===== src/mhsu_pkg.sv =====
package mhsu_pkg;

  localparam int NUM_HASHES   = 4;
  localparam int NUM_CFG_REGS = 2 * NUM_HASHES;
  localparam int COEF_W       = 8;
  localparam int ROW_W        = 12;
  localparam int COL_W        = 12;
  localparam int SIG_W        = 17;
  localparam int HASH_W       = 20;  // 255 + 255 * 4095 < 2**20
  localparam int CFG_IDX_W    = 4;
  localparam int QUEUE_DEPTH  = 4;
  localparam int QUEUE_AW     = $clog2(QUEUE_DEPTH);

  localparam logic [SIG_W-1:0]  SENTINEL  = SIG_W'(99999);
  localparam logic [COEF_W-1:0] COEF_INIT = COEF_W'(1);

  typedef enum logic {
    CMD_SET  = 1'b0,
    CMD_READ = 1'b1
  } cmd_t;

  typedef logic [NUM_HASHES-1:0][HASH_W-1:0] hash_vec_t;
  typedef logic [NUM_HASHES-1:0][SIG_W-1:0]  sig_row_t;

  // One classified item on its way from the front end to the back end
  typedef struct packed {
    logic             is_set;
    logic             in_range;
    logic [COL_W-1:0] col;
    hash_vec_t        hash;
  } work_t;

endpackage


===== src/mhsu_ifs.sv =====
interface mhsu_item_if import mhsu_pkg::*; ();
  logic             valid;
  logic             ready;
  logic             command;
  logic [ROW_W-1:0] row_index;
  logic [COL_W-1:0] col_index;

  modport source (output valid, command, row_index, col_index, input ready);
  modport sink   (input valid, command, row_index, col_index, output ready);
endinterface


interface mhsu_cfg_if import mhsu_pkg::*; ();
  logic                 valid;
  logic                 ready;
  logic [CFG_IDX_W-1:0] index;
  logic [COEF_W-1:0]    data;

  modport source (output valid, index, data, input ready);
  modport sink   (input valid, index, data, output ready);
endinterface


===== src/mhsu_front.sv =====
module mhsu_front import mhsu_pkg::*; #(
  parameter int MAX_COLUMNS = 4096
) (
  input  logic  clk,
  input  logic  rst,
  mhsu_item_if.sink item,
  mhsu_cfg_if.sink  setup,
  input  logic  clearing,
  input  logic  q_full,
  output logic  push,
  output work_t push_data
);

  logic [NUM_HASHES-1:0][COEF_W-1:0] offset;
  logic [NUM_HASHES-1:0][COEF_W-1:0] slope;
  logic      stg_valid;
  work_t     stg;
  hash_vec_t hash_next;
  logic      accept;
  logic      cfg_hit;
  logic [$clog2(NUM_HASHES)-1:0] cfg_sel;

  assign setup.ready = 1'b1;
  assign cfg_hit = setup.valid
                && (setup.index < CFG_IDX_W'(NUM_CFG_REGS));
  assign cfg_sel = setup.index[$clog2(NUM_HASHES):1];

  assign push       = stg_valid && !q_full;
  assign push_data  = stg;
  assign item.ready = !clearing && (!stg_valid || !q_full);
  assign accept     = item.valid && item.ready;

  always_comb begin
    for (int k = 0; k < NUM_HASHES; k++) begin
      hash_next[k] = HASH_W'(offset[k]) + HASH_W'(slope[k]) * HASH_W'(item.row_index);
    end
  end

  always_ff @(posedge clk) begin
    if (rst) begin
      stg_valid <= 1'b0;
      for (int k = 0; k < NUM_HASHES; k++) begin
        offset[k] <= COEF_INIT;
        slope[k]  <= COEF_INIT;
      end
    end else begin
      // even index: offset, odd index: slope
      if (cfg_hit) begin
        if (setup.index[0]) begin
          slope[cfg_sel] <= setup.data;
        end else begin
          offset[cfg_sel] <= setup.data;
        end
      end
      if (accept) begin
        stg_valid <= 1'b1;
      end else if (push) begin
        stg_valid <= 1'b0;
      end
    end
    if (accept) begin
      stg.is_set   <= (item.command == CMD_SET);
      stg.in_range <= (32'(item.col_index) < MAX_COLUMNS);
      stg.col      <= item.col_index;
      stg.hash     <= hash_next;
    end
  end

endmodule


===== src/flat_wrapper.sv =====
// flat-port wrapper written by rule: the top's interface ports become plain ports
module mhsu_front_flat import mhsu_pkg::*;
#(
  parameter int MAX_COLUMNS = 4096
)
  (clk, rst, clearing, q_full, push, push_data, item_valid, item_command, item_row_index, item_col_index, item_ready, setup_valid, setup_index, setup_data, setup_ready);
  mhsu_item_if item_i ();
  mhsu_cfg_if setup_i ();
  input  logic clk;
  input  logic rst;
  input  logic clearing;
  input  logic q_full;
  output logic push;
  output work_t push_data;
  input wire logic [$bits(item_i.valid)-1:0] item_valid;
  input wire logic [$bits(item_i.command)-1:0] item_command;
  input wire logic [$bits(item_i.row_index)-1:0] item_row_index;
  input wire logic [$bits(item_i.col_index)-1:0] item_col_index;
  output wire logic [$bits(item_i.ready)-1:0] item_ready;
  input wire logic [$bits(setup_i.valid)-1:0] setup_valid;
  input wire logic [$bits(setup_i.index)-1:0] setup_index;
  input wire logic [$bits(setup_i.data)-1:0] setup_data;
  output wire logic [$bits(setup_i.ready)-1:0] setup_ready;
  assign item_i.valid = item_valid;
  assign item_i.command = item_command;
  assign item_i.row_index = item_row_index;
  assign item_i.col_index = item_col_index;
  assign item_ready = item_i.ready;
  assign setup_i.valid = setup_valid;
  assign setup_i.index = setup_index;
  assign setup_i.data = setup_data;
  assign setup_ready = setup_i.ready;
  mhsu_front #(.MAX_COLUMNS(MAX_COLUMNS)) u_core (.clk(clk), .rst(rst), .item(item_i), .setup(setup_i), .clearing(clearing), .q_full(q_full), .push(push), .push_data(push_data));
endmodule

===== config.mk =====
export PLATFORM = sky130hd
export DESIGN_NAME = mhsu_front_flat
export DESIGN_NICKNAME = d
export VERILOG_FILES = /design/src/mhsu_pkg.sv /design/src/mhsu_ifs.sv /design/src/mhsu_front.sv /design/src/flat_wrapper.sv
export SDC_FILE = /design/constraint.sdc
export NUM_CORES = 1
export LEC_CHECK = 0
export ABC_AREA = 1
export BUFFER_PORTS_ARGS = -buffer_cell sky130_fd_sc_hd__buf_4
export CORE_MARGIN = 4
export CORE_UTILIZATION = 63
export CTS_CLUSTER_DIAMETER = 200
export DETAILED_ROUTE_END_ITERATION = 10
export HOLD_SLACK_MARGIN = 0.02
export PLACE_DENSITY = 0.83
export SYNTH_ARGS = -nofsm -noshare
export SYNTH_HDL_FRONTEND = slang
export SYNTH_SLANG_ARGS = --single-unit

===== constraint.sdc =====
create_clock -name clk -period 13.8 [get_ports clk]
set_clock_uncertainty 0.1 [all_clocks]
set_input_delay 2.76 -clock clk [delete_from_list [all_inputs] [get_ports clk]]
set_output_delay 2.76 -clock clk [all_outputs]
set_load 0.05 [all_outputs]

==> qor.yml <==
power_and_ir_drop:
  fin_total_pwr_mw: 1.44
  power.leakage_nw: 13.7
  cellPowerDensity_nw_per_um2: 66.3
  vdd_ir_drop_max_uv: 89.3
synthesis:
  post_synth_and_or_nand_nor_area_fraction: 0.187
  post-synth-top-area-cell: "fa_1"
  synthMuxAreaShare: 0
  syn-mean-instance-area_um2: 7.47
  synth_compound_gate_area_share: 0.0291
  synth_cell_types: 22
  netlist_area_before_placement_um2: 20000
  synth_adder_area_share: 0.383
  register_bit_total_from_synthesis: 158
  ys_warn_count: 0
  yosys-top-cells-area: "fa_1, inv_1, nand2_1"
  ys_seq_area_frac: 0.205
  synthDominantCellAreaShare: 0.273
  dominant_combinational_cell_family_by_area_after_synthesis: "adder cells"
  synth_cells: 2672
  post_synth_xor_area_fraction: 0.0140
global_routing:
  grt_pass1_wl_mm: 75.8
  grt_pass1_vias: 16500
  grt_use_total: 0.269
  grt_antenna_before_repair: 1
  maximum_number_of_pins_on_one_net_before_global_route_repair: 66
  globalRouteOverflowTotal: 0
critical_path:
  critical_path.reg2reg.endpoint: "u_core.push_data[59]$_DFFE_PP_"
  crit_arrival_ps: 6590
  reg2regPathDepth: 15
  critical_path_class: "in -> reg"
  reg2reg_slack_ps: 9340
  crit_start: "item_row_index[7]"
  r2r_start: "u_core.slope[18]$_SDFFE_PP0P_"
  worst_ep_required_time_ps: 13910
  setup.worst_path.start_class: "primary input"
  path_max_fanout: 32
  critical_path.endpoint_type: "flop"
  crit_end: "u_core.push_data[14]$_DFFE_PP_"
placed_design:
  dpl_worst_slack_ps: 6910
  finalWeightedCongestion: 0.882
  port_buffers: 137
  post-dp-hpwl_mm: 33.4
sta:
  pins_over_slew_limit: 0
  tns_ps: 0
  timing.fmax_mhz: 154
  post-route-min-period_ps: 6470
  rsz0062_at_grt: "no"
  timing.final.crit_share: 0.469
  relSlewSlack: 0.520
  final_setup_violation_count: 0
  worst_slack_setup_final_ps: 7330
  tightestPinTransition_ps: 719
  hold_violations: 0
cts:
  post_cts_buffers: 0
  cts.path.max_buffers: 2
  htreeDepth: 4
  ctsResizeCount: 0
  cts-buffers-inserted: 17
  clock_sinks: 158
  root_buffer: "clkbuf_16"
  clkSlewWorstSetupHoldPaths_ps: 70
  worst_skew_pair.late_latency_ps: 460
  tritoncts_clock_tree: "built"
  postCtsHoldBufs: 0
detailed_routing:
  avgRoutedWirePerCell_um: 13.9
  wl_mm: 43.9
  detailedRoute.firstPassIterationCount: 5
  post-route-drc-count: 0
  ant_nets: 0
  detail_route.vias_per_cell: 5.07
  detailroute.via_count: 16000
  drt_first_iter_violations: 1174
die:
  core_region_area_um2: 30900
  initial_core_util: 0.646
  chipWidth_um: 186
  row_count: 64
  die-area_um2: 34600
  fp.dieH_um: 186
  num_io_pins: 140
finish:
  nets: 3241
  final_core_util: 0.704
  layout_common_cells: "inv_1, nand2_1, fa_1"
  layout.cells.most_common: "inv_1"
  multi_input_comb_area_um2: 12300
  area_delta_synth_final_pct: 9.04
  area.sequential_um2: 4090
  fraction_of_final_layout_cells_with_drive_strength_greater_than_1: 0.0648
  fillCellCount: 2357
flow_run:
  max-cap-violations: 0
run_status:
  run_status: "completed"
worst_hold_path:
  holdCritPathClass: "reg -> reg"
==> report_power, final <==
part	switching, mW	internal, mW
Sequential	0.0153	0.534
Clock	0.232	0.254
Combinational	0.273	0.136
==> cell type report <==
| class | count | share of cell area |
|---|---|---|
| well taps | 396 | 0.0228 |
| multi-input cells | 1557 | 0.563 |
| clock buffers | 19 | 0.0213 |
| flip-flops and latches | 158 | 0.188 |
| clock inverters | 13 | 0.00546 |
| diodes | 1 | 0.000115 |
| inverters | 876 | 0.151 |
| repair buffers | 140 | 0.0483 |
==> worst min path at each step <==
stage / startpoint / endpoint / slack (ps) / cells past startpoint
after floorplan: u_core.offset[0]$_SDFFE_PP1P_ / u_core.offset[0]$_SDFFE_PP1P_ / 340 / 2
after global placement: u_core.offset[8]$_SDFFE_PP1P_ / u_core.offset[8]$_SDFFE_PP1P_ / 380 / 2
after detailed placement: u_core.offset[8]$_SDFFE_PP1P_ / u_core.offset[8]$_SDFFE_PP1P_ / 380 / 2
after CTS: u_core.offset[1]$_SDFFE_PP0P_ / u_core.offset[1]$_SDFFE_PP0P_ / 400 / 2
after global routing: u_core.offset[13]$_SDFFE_PP0P_ / u_core.offset[13]$_SDFFE_PP0P_ / 430 / 2
final: u_core.offset[11]$_SDFFE_PP0P_ / u_core.offset[11]$_SDFFE_PP0P_ / 390 / 2
==> layer usage <==
metal / track usage / share of wire / up-vias
li1: - / - / 7714
met2: 0.461 / 0.49 / 614
met4: 0.109 / 0.035 / 0
met5: 0 / 0 / -
met1: 0.344 / 0.40 / 7579
met3: 0.0430 / 0.074 / 129
==> registers in the layout (all words and copies together), names as in the netlist <==
name,flops
u_core.slope,32
u_core.push_data,93
u_core.offset,32
u_core.stg_valid,1
==> critical path, cell delays in order <==
cell     delay, ps
buf_4          380
nand2_1        140
fa_1           530
inv_1           50
fa_1           490
fa_1           600
inv_1           70
fa_1           480
inv_1           50
ha_1           330
nand2_1         90
nand2_1         70
a21oi_1        120
nand2_1        120
nand2_1        110
nand2_1         50
nand2_1         50
nand2_1         50
==> stage by stage <==
stage	area, µm²	hold WS (ps)	cells
6_report	21800	395	3160
5_1_grt	21800	429	3160
4_1_cts	21800	396	3159
3_5_place_dp	21200	384	3127
3_3_place_gp	21200	376	3127
2_1_floorplan	20000	335	2673
==> synthesized netlist by cell type <==
cell / instances
a21oi_1: 59
nor3b_1: 1
inv_1: 876
edfxtp_1: 93
ha_1: 176
xor2_1: 22
nor3_1: 16
dfxtp_1: 65
xnor2_1: 10
conb_1: 1
nor3_4: 1
nand2_1: 783
nand3b_1: 4
or2_2: 5
fa_1: 272
o21ai_0: 57
buf_4: 5
buf_2: 1
nand3_1: 55
buf_6: 1
nor2_1: 94
clkbuf_1: 75
==> cells by family after synthesis <==
group	after synthesis
buffers and inverters	958
AND/OR/NAND/NOR	959
other	1
XOR/XNOR	32
AO/OA/AOI/OAI	116
adder cells (fa/ha/maj)	448
flip-flops	158
Power figures use the tool's default switching activity.
