`config.mk`:
```
export PLATFORM = sky130hd
export DESIGN_NAME = mhsu_queue
export DESIGN_NICKNAME = d
export VERILOG_FILES = /design/src/mhsu_pkg.sv /design/src/mhsu_queue.sv
export SDC_FILE = /design/constraint.sdc
export NUM_CORES = 1
export LEC_CHECK = 0
export ABC_AREA = 1
export BUFFER_PORTS_ARGS = -buffer_cell sky130_fd_sc_hd__clkbuf_2
export CORE_MARGIN = 2
export CORE_UTILIZATION = 50
export CTS_BUF_LIST = sky130_fd_sc_hd__clkbuf_8
export DETAILED_ROUTE_END_ITERATION = 8
export PLACE_DENSITY = 0.77
export SYNTH_ARGS = -nofsm -noshare
export SYNTH_HDL_FRONTEND = slang
export SYNTH_SLANG_ARGS = --single-unit
```
`constraint.sdc`:
```
create_clock -name clk -period 3.25 [get_ports clk]
set_input_delay 0.65 -clock clk [delete_from_list [all_inputs] [get_ports clk]]
set_output_delay 0.65 -clock clk [all_outputs]
set_load 0.01 [all_outputs]
```
`src/mhsu_pkg.sv`:
```
package mhsu_pkg;

  localparam int NUM_HASHES   = 4;
  localparam int NUM_CFG_REGS = 2 * NUM_HASHES;
  localparam int COEF_W       = 8;
  localparam int ROW_W        = 12;
  localparam int COL_W        = 12;
  localparam int SIG_W        = 17;
  localparam int HASH_W       = 20;  // 255 + 255 * 4095 < 2**20
  localparam int CFG_IDX_W    = 4;
  localparam int QUEUE_DEPTH  = 4;
  localparam int QUEUE_AW     = $clog2(QUEUE_DEPTH);

  localparam logic [SIG_W-1:0]  SENTINEL  = SIG_W'(99999);
  localparam logic [COEF_W-1:0] COEF_INIT = COEF_W'(1);

  typedef enum logic {
    CMD_SET  = 1'b0,
    CMD_READ = 1'b1
  } cmd_t;

  typedef logic [NUM_HASHES-1:0][HASH_W-1:0] hash_vec_t;
  typedef logic [NUM_HASHES-1:0][SIG_W-1:0]  sig_row_t;

  // One classified item on its way from the front end to the back end
  typedef struct packed {
    logic             is_set;
    logic             in_range;
    logic [COL_W-1:0] col;
    hash_vec_t        hash;
  } work_t;

endpackage

```
`src/mhsu_queue.sv`:
```
module mhsu_queue import mhsu_pkg::*; (
  input  logic  clk,
  input  logic  rst,
  input  logic  push,
  input  work_t push_data,
  output logic  full,
  input  logic  pop,
  output logic  head_valid,
  output work_t head
);

  work_t                 entries [QUEUE_DEPTH];
  logic [QUEUE_AW-1:0]   wr_ptr;
  logic [QUEUE_AW-1:0]   rd_ptr;
  logic [QUEUE_AW:0]     count;

  assign full       = (count == (QUEUE_AW+1)'(QUEUE_DEPTH));
  assign head_valid = (count != '0);
  assign head       = entries[rd_ptr];

  always_ff @(posedge clk) begin
    if (rst) begin
      wr_ptr <= '0;
      rd_ptr <= '0;
      count  <= '0;
    end else begin
      if (push) begin
        wr_ptr <= wr_ptr + 1'b1;
      end
      if (pop) begin
        rd_ptr <= rd_ptr + 1'b1;
      end
      unique case ({push, pop})
        2'b10:   count <= count + 1'b1;
        2'b01:   count <= count - 1'b1;
        default: count <= count;
      endcase
    end
    if (push) begin
      entries[wr_ptr] <= push_data;
    end
  end

endmodule

```
==> results of run 1 <==
## worst reg2reg max path, stage by stage (launching register included)
cell,delay [ns]
dfxtp_1,0.33
inv_1,0.12
ha_1,0.16
nand2_1,0.09
inv_4,0.39
buf_4,0.42
## how the worst max path moves through the flow
stage,endpoint,cells after the start,from,slack (ns)
2_1_floorplan,entries[2][0],2,push,0.30
3_3_place_gp,head[17],4,flop,0.79
3_5_place_dp,head[51],4,flop,0.75
4_1_cts,head[51],4,flop,0.11
5_1_grt,head[24],5,flop,0.02
6_report,head[8],5,flop,0.21
## metrics by stage
| step | hold WS (ns) | power (mW) | setup WS, ns |
|---|---|---|---|
| after floorplan | 0.412 | 6.38 | 0.302 |
| after global placement | 0.462 | 6.78 | 0.794 |
| after detailed placement | 0.473 | 6.81 | 0.747 |
| after CTS | 0.242 | 10.2 | 0.112 |
| after global routing | 0.236 | 10.5 | 0.0236 |
| final | 0.282 | 10.1 | 0.213 |
## registers in the layout, indices dropped and copies added (netlist names), named ones only
signal	flops
entries	376
count	3
wr_ptr	2
rd_ptr	2
## cells in the final DEF, fill, tap and decap left out, drive strengths merged, types with 9 or more instances in the layout
master and instances:
buf 22, edfxtp 376, o21ai 194, clkinv 13, o22ai 94, inv 45
nand2 9, clkbuf 252, dfxtp 9, nor2 191
## cell type report
type	count	area, um^2
fillers	2203	11800
flip-flops and latches	385	11500
multi-input cells	503	2440
repair buffers	215	1220
clock buffers	59	812
well taps	384	480
clock inverters	43	183
inverters	18	83.8
diodes	2	5.00
## per-layer routing
layer	vias up	wire, um	share of wire, %
met1	4314	12900	43
met2	332	14300	47
li1	4091	-	-
met3	51	2400	7.9
met4	2	559	1.9
met5	-	16	0.053
## power groups by stage
stage | combinational, mW | clock [mW] | sequential, mW
floorplan | 0.550 | 0 | 5.83
global placement | 0.952 | 0 | 5.82
detailed placement | 0.977 | 0 | 5.83
CTS | 0.980 | 3.46 | 5.73
global route | 1.07 | 3.67 | 5.75
finish | 0.969 | 3.38 | 5.73
## cell families after synthesis
family                   after synthesis
AND/OR/NAND/NOR                      204
buffers and inverters                 79
flip-flops                           385
AO/OA/AOI/OAI                        293
adder cells (fa/ha/maj)                6
==> reports/qor.yml, run 1 <==
cts_tree: "done"
fin_tns_setup_ns: 0
rr_startpoint: "wr_ptr[0]"
die_width_um: 173
grtUsageMet1_pct: 27.0
grtUsageMet2_pct: 32.0
switching_share_pct: 23.9
seq_area_frac_synth_pct: 80.0
gp_congestion: 0.737
die_h_um: 173
yosys.area.top_type: "edfxtp_1"
yosys_warnings: 0
dieArea_um2: 30100
muxShareOfSynthArea_pct: 0
cts_hold_buffers: 0
final_nets: 1286
drc: 0
skew_ns: 0.0126
crit_type: "flop to output port"
finalSetupViolations: 0
drt_wl_total_um: 30200
avgSynthCellArea_um2: 14.8
power_density_nw_per_um2: 604
root_buffer: "clkbuf_8"
synth_top_family_by_area: "compound AO/OA/AOI/OAI gates"
grt_overflow: 0
max-vdd-ir-drop_mv: 0.393
wl_per_cell_um: 18.8
max_stage_delay_ns: 0.47
min_from: "push_data[15]"
synth_common_cells: "edfxtp_1 (376), nor2_1 (191), o21ai_0 (157)"
worstSetupEndpointType: "output port"
critPathRequiredTime_ns: 2.60
path_cells: "inv_6 > buf_4 > o21ai_0 > o22ai_1 > clkbuf_2"
dr_total_vias: 8790
dpl_cell_area_um2: 15700
critPathBufInv: 3
synth_compound_area_share_pct: 11.0
path_clk_slew_ns: 0.06
firstDrtPassIters: 5
pwr-share-seq_pct: 56.8
synth_ff_type: "edfxtp_1"
worst_pin_slew_ns: 0.728
status: "finished, final reports clean"
slew-limit-headroom_pct: 51.5
r2r_end: "entries[0][46]"
reg2reg_slack_ns: 1.40
rows: 62
hold_violations: 0
synth_edf_count: 376
grt_pass1_vias: 8845
power.leakage_nw: 5.98
net-switching-power_mw: 2.41
crit_path_start_kind: "flop"
cts_resized: 0
busiest_layer: "met2"
comb_power_share_pct: 9.6
dpl.cell_count: 1505
clk_latency_ns: 0.58
hp-class: "input port to flop"
ys_types: 21
gr-usage-all-layers_pct: 20.0
post_cts_buffers: 0
rsz0062_at_grt: "false"
reg2reg_depth: 5
cts_buffers: 59
dp_hpwl_um: 17300
layout-drive-gt1-share_pct: 23.7
final_area_um2: 16700
cts_buffer_depth: 3
io_buffers: 193
drv_cap: 0
cp_slowest_cell: "dfxtp_4"
fin_crit_sh_pct: 93.5
areaGrowthSynthToFinish_pct: 16.4
htree_levels: 2
drtIter0Drc: 770
syn_inst: 967
io_pins: 194
synthAdderAreaFrac_pct: 0.576
cts_sinks: 385
initial_core_util_pct: 50.4
crit_fanout: 70
yosys-top-cells-area: "edfxtp_1 (79%), o21ai_0 (5.5%), nor2_1 (5.0%)"
final_antenna_net_count: 0
ys_ff_latch: 385
synth_top_area_share_pct: 78.7
grt_pass1_wl_um: 47400
max_freq_mhz: 329
min_to: "entries[0][15]"
min_path_cells: 1
grt_max_degree: 95
synthXorXnorAreaFrac_pct: 0
grt_antenna_before_repair: 3
period_minus_slack_ns: 3.04
routed_via_density: 5.46
synth_nets: 1071
p_int_mw: 7.67
grt.met3_usage_pct: 5.44
clock_power_share_pct: 33.6
core_um2: 28500
worstPathArrival_ns: 2.39
synth.cell_area_um2: 14300
stdcell_count: 1609
final_core_util_pct: 58.7
synth_most_common_cell: "edfxtp_1"
path_delay_family: "buffers and inverters"
synth_async_sr_flop_share_pct: 0
synth_simple_gate_area_share_pct: 5.38
final_max_slew_viol_count: 0
Note: power is estimated with default switching activity, not from simulation.
==> run 2: changes to the inputs <==
ABC_AREA = default   (was 1)
REMOVE_ABC_BUFFERS = 1   (was default)
==> run 2 against run 1 <==
Clock skew rose by 0.0065 ns; non-clock buffer count decreased by 3; worst setup slack better by 0.15 ns; core utilization increased by 1.4 points; register-to-register slack got worse by 0.02 ns; sequential share of layout area grew 0.21 points; combinational power increased by 8%.
==> reports/qor.yml, run 2 <==
status: "finished, final reports clean"
htree_levels: 2  # unchanged
rsz0062_at_grt: "false"
grt_overflow: 0  # unchanged
synth_most_common_cell: "edfxtp_1"
syn_inst: 538  # -44%
period_minus_slack_ns: 2.89  # -0.148 ns
layout-drive-gt1-share_pct: 46.6  # +23 points
final_max_slew_viol_count: 0  # unchanged
grt_pass1_wl_um: 37600  # -21%
max_freq_mhz: 346  # +5.1%
crit_fanout: 22  # -69%
drc: 0  # unchanged
final_nets: 892  # -31%
min_path_cells: 1  # unchanged
setup_ws_ns: 0.361  # +0.148 ns
yosys_warnings: 0  # unchanged
max-vdd-ir-drop_mv: 0.389  # -0.96%
gp_congestion: 0.709  # -3.8%
grt_max_degree: 55  # -42%
rows: 61  # -1.6%
synth_common_cells: "edfxtp_1 (376), mux4_2 (94), dfxtp_1 (9)"
num_antenna_cells: 0  # -2
worstSetupEndpointType: "output port"
final_cell_mix: "edfxtp_1 (376), clkbuf_2 (193), mux4_2 (94), clkbuf_8 (62), inv_1 (22)"
dp_slack_ns: 0.916  # +0.169 ns
power.leakage_nw: 5.73  # -4.2%
grt_antenna_before_repair: 2  # -1
synth_top_area_share_pct: 80.3  # +1.6 points
root_buffer: "clkbuf_8"
core_um2: 27700  # -2.7%
clk_latency_ns: 0.57  # about the same
final_core_util_pct: 60.1  # +1.4 points
routed_via_density: 5.26  # -3.7%
ys_ff_latch: 385  # unchanged
path_clk_slew_ns: 0.06  # about the same
cts_resized: 0  # unchanged
dr_total_vias: 6382  # -27%
io_buffers: 193  # unchanged
die_h_um: 172  # -0.96%
fill_cells: 1980  # -10%
top_regs: "entries: 376 flops, count: 3 flops"
synth.cell_area_um2: 14100  # -2.0%
die_width_um: 172  # -0.96%
worst_pin_slew_ns: 0.680  # -0.0478 ns
synth_ff_type: "edfxtp_1"
rr_startpoint: "wr_ptr[1]"
seq_area_frac_synth_pct: 81.6  # +1.6 points
post_cts_buffers: 0  # unchanged
stdcell_count: 1213  # -25%
regMostFlops: "entries"
areaGrowthSynthToFinish_pct: 18.4
slew-limit-headroom_pct: 54.6  # +3.2 points
avgSynthCellArea_um2: 26.1  # +76%
reg2reg_depth: 4  # -1
fin_crit_sh_pct: 88.9  # -4.6 points
cts_sinks: 385  # unchanged
skew_ns: 0.0192  # +0.00654 ns
dieArea_um2: 29500  # -1.9%
io_pins: 194  # unchanged
synth_edf_count: 376  # unchanged
routed-wl-met3_um: 1940  # -19%
crit_type: "flop to output port"
wl_per_cell_um: 20.7  # +10%
highest_layer: "met5"
cts_buffers: 58  # -1.7%
initial_core_util_pct: 50.8  # +0.37 points
gr-usage-all-layers_pct: 17.1  # -2.9 points
largest_reg_flops: 376  # unchanged
drv_cap: 0  # unchanged
final_antenna_net_count: 0  # unchanged
finalSetupViolations: 0  # unchanged
ys_types: 22  # +4.8%
synth_async_sr_flop_share_pct: 0  # unchanged
crit_path_start_kind: "flop"
cts_tree: "done"
power_density_nw_per_um2: 629  # +4.1%
wl_met2_um: 12400  # -13%
final_common_cell: "edfxtp_1"
drt-met1-wl_um: 10300  # -20%
min_from: "push_data[9]"
worstPathArrival_ns: 2.24  # -0.15 ns
yosys.area.top_type: "edfxtp_1"
yosys-top-cells-area: "edfxtp_1 (80%), mux4_2 (15%), dfxtp_1 (1.3%)"
r2r_end: "entries[1][83]"
drtIter0Drc: 495  # -36%
hp-class: "input port to flop"
min_to: "entries[0][9]"
grt_pass1_vias: 6733  # -24%
hold_violations: 0  # unchanged
critPathRequiredTime_ns: 2.60  # about the same
cts_hold_buffers: 0  # unchanged
reg2reg_slack_ns: 1.38  # -0.02 ns
dpl.cell_count: 1106  # -27%
drt_wl_total_um: 25100  # -17%
firstDrtPassIters: 4  # -1
cts_buffer_depth: 3  # unchanged
dp_hpwl_um: 15500  # -10%
## run 2: cell count changes in the layout (fill, tap and decap cells not counted), moves of 7 or more
| cell | before | now |
|---|---|---|
| o21ai_1 | 37 | 0 |
| o22ai_1 | 94 | 0 |
| nor2_1 | 191 | 8 |
| mux4_2 | 0 | 94 |
| inv_1 | 40 | 22 |
| nand2_1 | 9 | 1 |
| clkinv_1 | 7 | 14 |
| o21ai_0 | 157 | 1 |
## run 2: worst max path at each step
stage	start	to	slack [ns]	cells past startpoint
2_1_floorplan	flop	head[0]	-2.01	1
3_3_place_gp	flop	head[14]	0.92	4
3_5_place_dp	flop	head[22]	0.92	4
4_1_cts	flop	head[22]	0.29	4
5_1_grt	flop	head[22]	0.21	4
6_report	flop	head[22]	0.36	4
## run 2: per-stage QoR
step | area, um^2 | power [mW] | setup TNS [ns] | hold slack, ns
2_1_floorplan | 13800 | 6.49 | -203.72 | 0.456
3_3_place_gp | 15600 | 6.91 | 0 | 0.485
3_5_place_dp | 15600 | 6.94 | 0 | 0.505
4_1_cts | 16700 | 10.6 | 0 | 0.237
5_1_grt | 16700 | 10.9 | 0 | 0.243
6_report | 16700 | 10.5 | 0 | 0.278
## run 2: where the power goes
part | total [mW] | internal, mW | leakage, nW | switching [mW]
clock | 3.66 | 1.93 | 0.630 | 1.73
combinational | 1.05 | 0.487 | 1.58 | 0.562
sequential | 5.76 | 5.70 | 3.53 | 0.0586
## run 2: worst max-delay path, cell delays in order, from the launching register on
cell,delay (ns)
dfxtp_4,0.47
buf_12,0.26
buf_12,0.22
mux4_2,0.55
clkbuf_2,0.15
## run 2: layer usage
metal	up-vias	GRT usage, %
met5	-	0
met1	3293	22.5
met4	4	4.94
li1	2820	-
met3	48	5.50
met2	217	27.6
## run 2: area by class of cell
type                    instances  area (um^2)  share of cell area, %
well taps                     378          473                   2.84
repair buffers                212         1220                   7.33
clock buffers                  62          853                   5.12
multi-input cells             125         2360                   14.1
flip-flops and latches        385        11500                   68.9
clock inverters                45          248                   1.49
inverters                       6         22.5                  0.135
## run 2: cells by family (layout without fill, tap and decap cells)
| group | Yosys count | in the layout | share of synthesized area, % |
|---|---|---|---|
| AO/OA/AOI/OAI | 3 | 3 | 0.107 |
| XOR/XNOR | 5 | 5 | 0.311 |
| adder cells (fa/ha/maj) | 6 | 6 | 0.587 |
| buffers and inverters | 28 | 325 | 1.75 |
| flip-flops | 385 | 385 | 81.6 |
| multiplexers | 95 | 95 | 15.1 |
| AND/OR/NAND/NOR | 16 | 16 | 0.552 |
